===== config.mk =====
export PLATFORM = sky130hd
export DESIGN_NAME = ops_ram
export DESIGN_NICKNAME = d
export VERILOG_FILES = /design/src/hdl/ops_ram.sv
export SDC_FILE = /design/constraint.sdc
export NUM_CORES = 1
export LEC_CHECK = 0
export BUFFER_PORTS_ARGS = -buffer_cell sky130_fd_sc_hd__buf_2
export CORE_AREA = 10 10 47 49
export CTS_CLUSTER_SIZE = 28
export DETAILED_ROUTE_END_ITERATION = 12
export DIE_AREA = 0 0 57 59
export SLEW_MARGIN = 20
export SYNTH_ARGS = -nofsm -noshare
export SYNTH_HDL_FRONTEND = slang
export SYNTH_SLANG_ARGS = --single-unit
export TNS_END_PERCENT = 5

===== constraint.sdc =====
create_clock -name clk_i -period 3.05 [get_ports clk_i]
set_clock_uncertainty 0.1 [all_clocks]
set_input_delay 0.4575 -clock clk_i [delete_from_list [all_inputs] [get_ports clk_i]]
set_output_delay 0.4575 -clock clk_i [all_outputs]
set_load 0.02 [all_outputs]

===== src/hdl/ops_ram.sv =====
// ----------------------------------------------------------------------------
// Generic single-port-write RAM
// One write port and one read port, read data registered.
// ----------------------------------------------------------------------------
module ops_ram #(
  parameter int WIDTH = 1,
  parameter int DEPTH = 4,
  localparam int AW   = (DEPTH > 1) ? $clog2(DEPTH) : 1
) (
  input  logic             clk_i,
  input  logic             we_i,
  input  logic [AW-1:0]    waddr_i,
  input  logic [WIDTH-1:0] wdata_i,
  input  logic [AW-1:0]    raddr_i,
  output logic [WIDTH-1:0] rdata_o
);

  logic [WIDTH-1:0] mem_q [DEPTH];

  // write and registered read
  always_ff @(posedge clk_i) begin
    if (we_i) begin
      mem_q[waddr_i] <= wdata_i;
    end
    rdata_o <= mem_q[raddr_i];
  end

endmodule


==> results.txt <==
Rel. slew slack -> 85.2%
RR Endpoint -> rdata_o
final period utilization -> 40.9%
Mean Syn Cell Area -> 19.4 um^2
CTS tree -> yes
drt first pass iters -> 1
Final Hold Vio Count -> 0
clk sink count -> 5
Syn Inst Count -> 10
most frequent cells in the layout -> buf_2, edfxtp_1, clkbuf_4
cell area after synthesis -> 194 um^2
routability congestion estimate -> 0.572
Worst VDD drop -> 0.278 mV
initial antenna violation count -> 0
die height -> 59 um
fin nets -> 29
Iteration-0 DRC Markers -> 0
r2r startpoint -> mem_q[1]
CP arrival -> 0.69 ns
synth warn -> 0
critical path class -> register to primary output
maxcap violations -> 0
total wire length -> 368 um
Syn-to-layout area delta -> 42.6%
largest net degree at the start of global routing -> 5
outcome -> completed
post_cts resized -> 0
#FFs+latches synth -> 5
drt wl/cell -> 9.95 um
Post-Route Utilization -> 19.7%
Vias -> 129
IO buf count -> 7
Longest Clk Path Bufs -> 2
hold depth -> 1
# rows -> 14
PwrDens -> 606 mW/mm^2
crit path cell chain -> buf_2
cell family with most CP delay -> flip-flops
Lkg Pwr -> 0.118 nW
register area share after synthesis -> 72.3%
min-delay src -> wdata_i
grt total ovfl -> 0
Least-Margin Pin Slew -> 0.221 ns
clock period minus worst slack -> 1.25 ns
Die W -> 57 um
Crit path depth -> 1
register-to-register setup slack -> 2.01 ns
worst skew pair latency -> 0.24 ns
CTS buffer count -> 3
CTS H-Tree Depth -> 1
GRT Overall Usage -> 2.69%
number of antenna diodes -> 0
Initial Util -> 13.8%
die area -> 0.00336 mm^2
max incr delay on CP -> 0.30 ns
Hold Path Class -> input port to register
DRC -> 0
RSZ-0062 raised after global routing -> false
critical path capture point type -> primary output
Setup TNS -> 0 ns
Hold Path Sink -> mem_q[0]
Fill cells -> 162
critical path's slowest cell -> dfxtp_1
Slew Viols, Final -> 0
commonest non-fill, non-tap cell in the layout -> buf_2
CP bufs+invs -> 1
worst endpoint required time -> 2.49 ns
vias per cell -> 3.49
Pwr Total -> 168 uW
reg2reg path depth -> 1
core footprint -> 0.00140 mm^2
Finish-stage setup viols -> 0
Post-CTS Setup Bufs -> 0
global-route wire length before repair -> 593 um
CP Max Fanout -> 1
max frequency -> 0.801 GHz
number of global-route vias before repair -> 155
Clock transition at path regs -> 0.05 ns
crit start category -> register
Hold-fix buffers, CTS -> 0
Unique masters post-synth -> 6
clk root buf -> clkbuf_4
layout cells sized above 1 -> 57.1%
IO Pins -> 8
Final ANT Viol Nets -> 0
Post-Synthesis Net Count -> 17
-- state kept, by name, indices dropped and copies added (netlist names) --
register / cells
rdata_o: 1
mem_q: 4
-- layer usage --
layer	GRT usage (%)	up-vias	part of all wire [%]
li1	-	62	-
met1	2.99	57	51
met2	2.48	10	39
met3	3.86	0	10
met4	1.01	0	0
met5	0	-	0
-- how the worst max path moves through the flow --
stage	start	to	slack (ns)
floorplan	raddr_i[0]	rdata_o	1.91
global placement	raddr_i[0]	rdata_o	1.78
detailed placement	raddr_i[0]	rdata_o	1.78
CTS	rdata_o	rdata_o	1.79
global route	rdata_o	rdata_o	1.78
finish	rdata_o	rdata_o	1.80
-- report_power, final --
group,internal (mW),switching (mW)
Sequential,0.0780,0.000832
Combinational,0.00693,0.00584
Clock,0.0475,0.0285
Total,0.132,0.0351
-- metrics by stage --
| stage | std cells | setup WS [ns] | hold slack, ns | cell area [um^2] |
|---|---|---|---|---|
| floorplan | 10 | 1.91 | 0.432 | 194 |
| global placement | 33 | 1.78 | 0.436 | 249 |
| detailed placement | 33 | 1.78 | 0.452 | 249 |
| CTS | 37 | 1.79 | 0.321 | 277 |
| global route | 37 | 1.78 | 0.323 | 277 |
| finish | 37 | 1.80 | 0.328 | 277 |
-- kinds of logic after synthesis --
logic type | count (synthesis) | share of synthesized area [%]
flops | 5 | 72.3
mux | 1 | 11.6
simple gates | 4 | 16.1
-- final cells by class --
type                            count  area (um^2)  area share (%)
Timing Repair Buffer                7         35.0            12.7
Sequential cell                     5          140            50.7
Clock inverter                      1         5.00            1.81
Tap cell                           16         20.0            7.24
Multi-Input combinational cell      5         53.8            19.5
Clock buffer                        3         22.5            8.14
-- cells in the mapped netlist --
cell      number  area [um^2]
and3_1         1         6.26
and3b_1        2         17.5
dfxtp_1        1         20.0
edfxtp_1       4          120
mux4_2         1         22.5
nor3b_1        1         7.51
(Power assumes the default switching activity.)
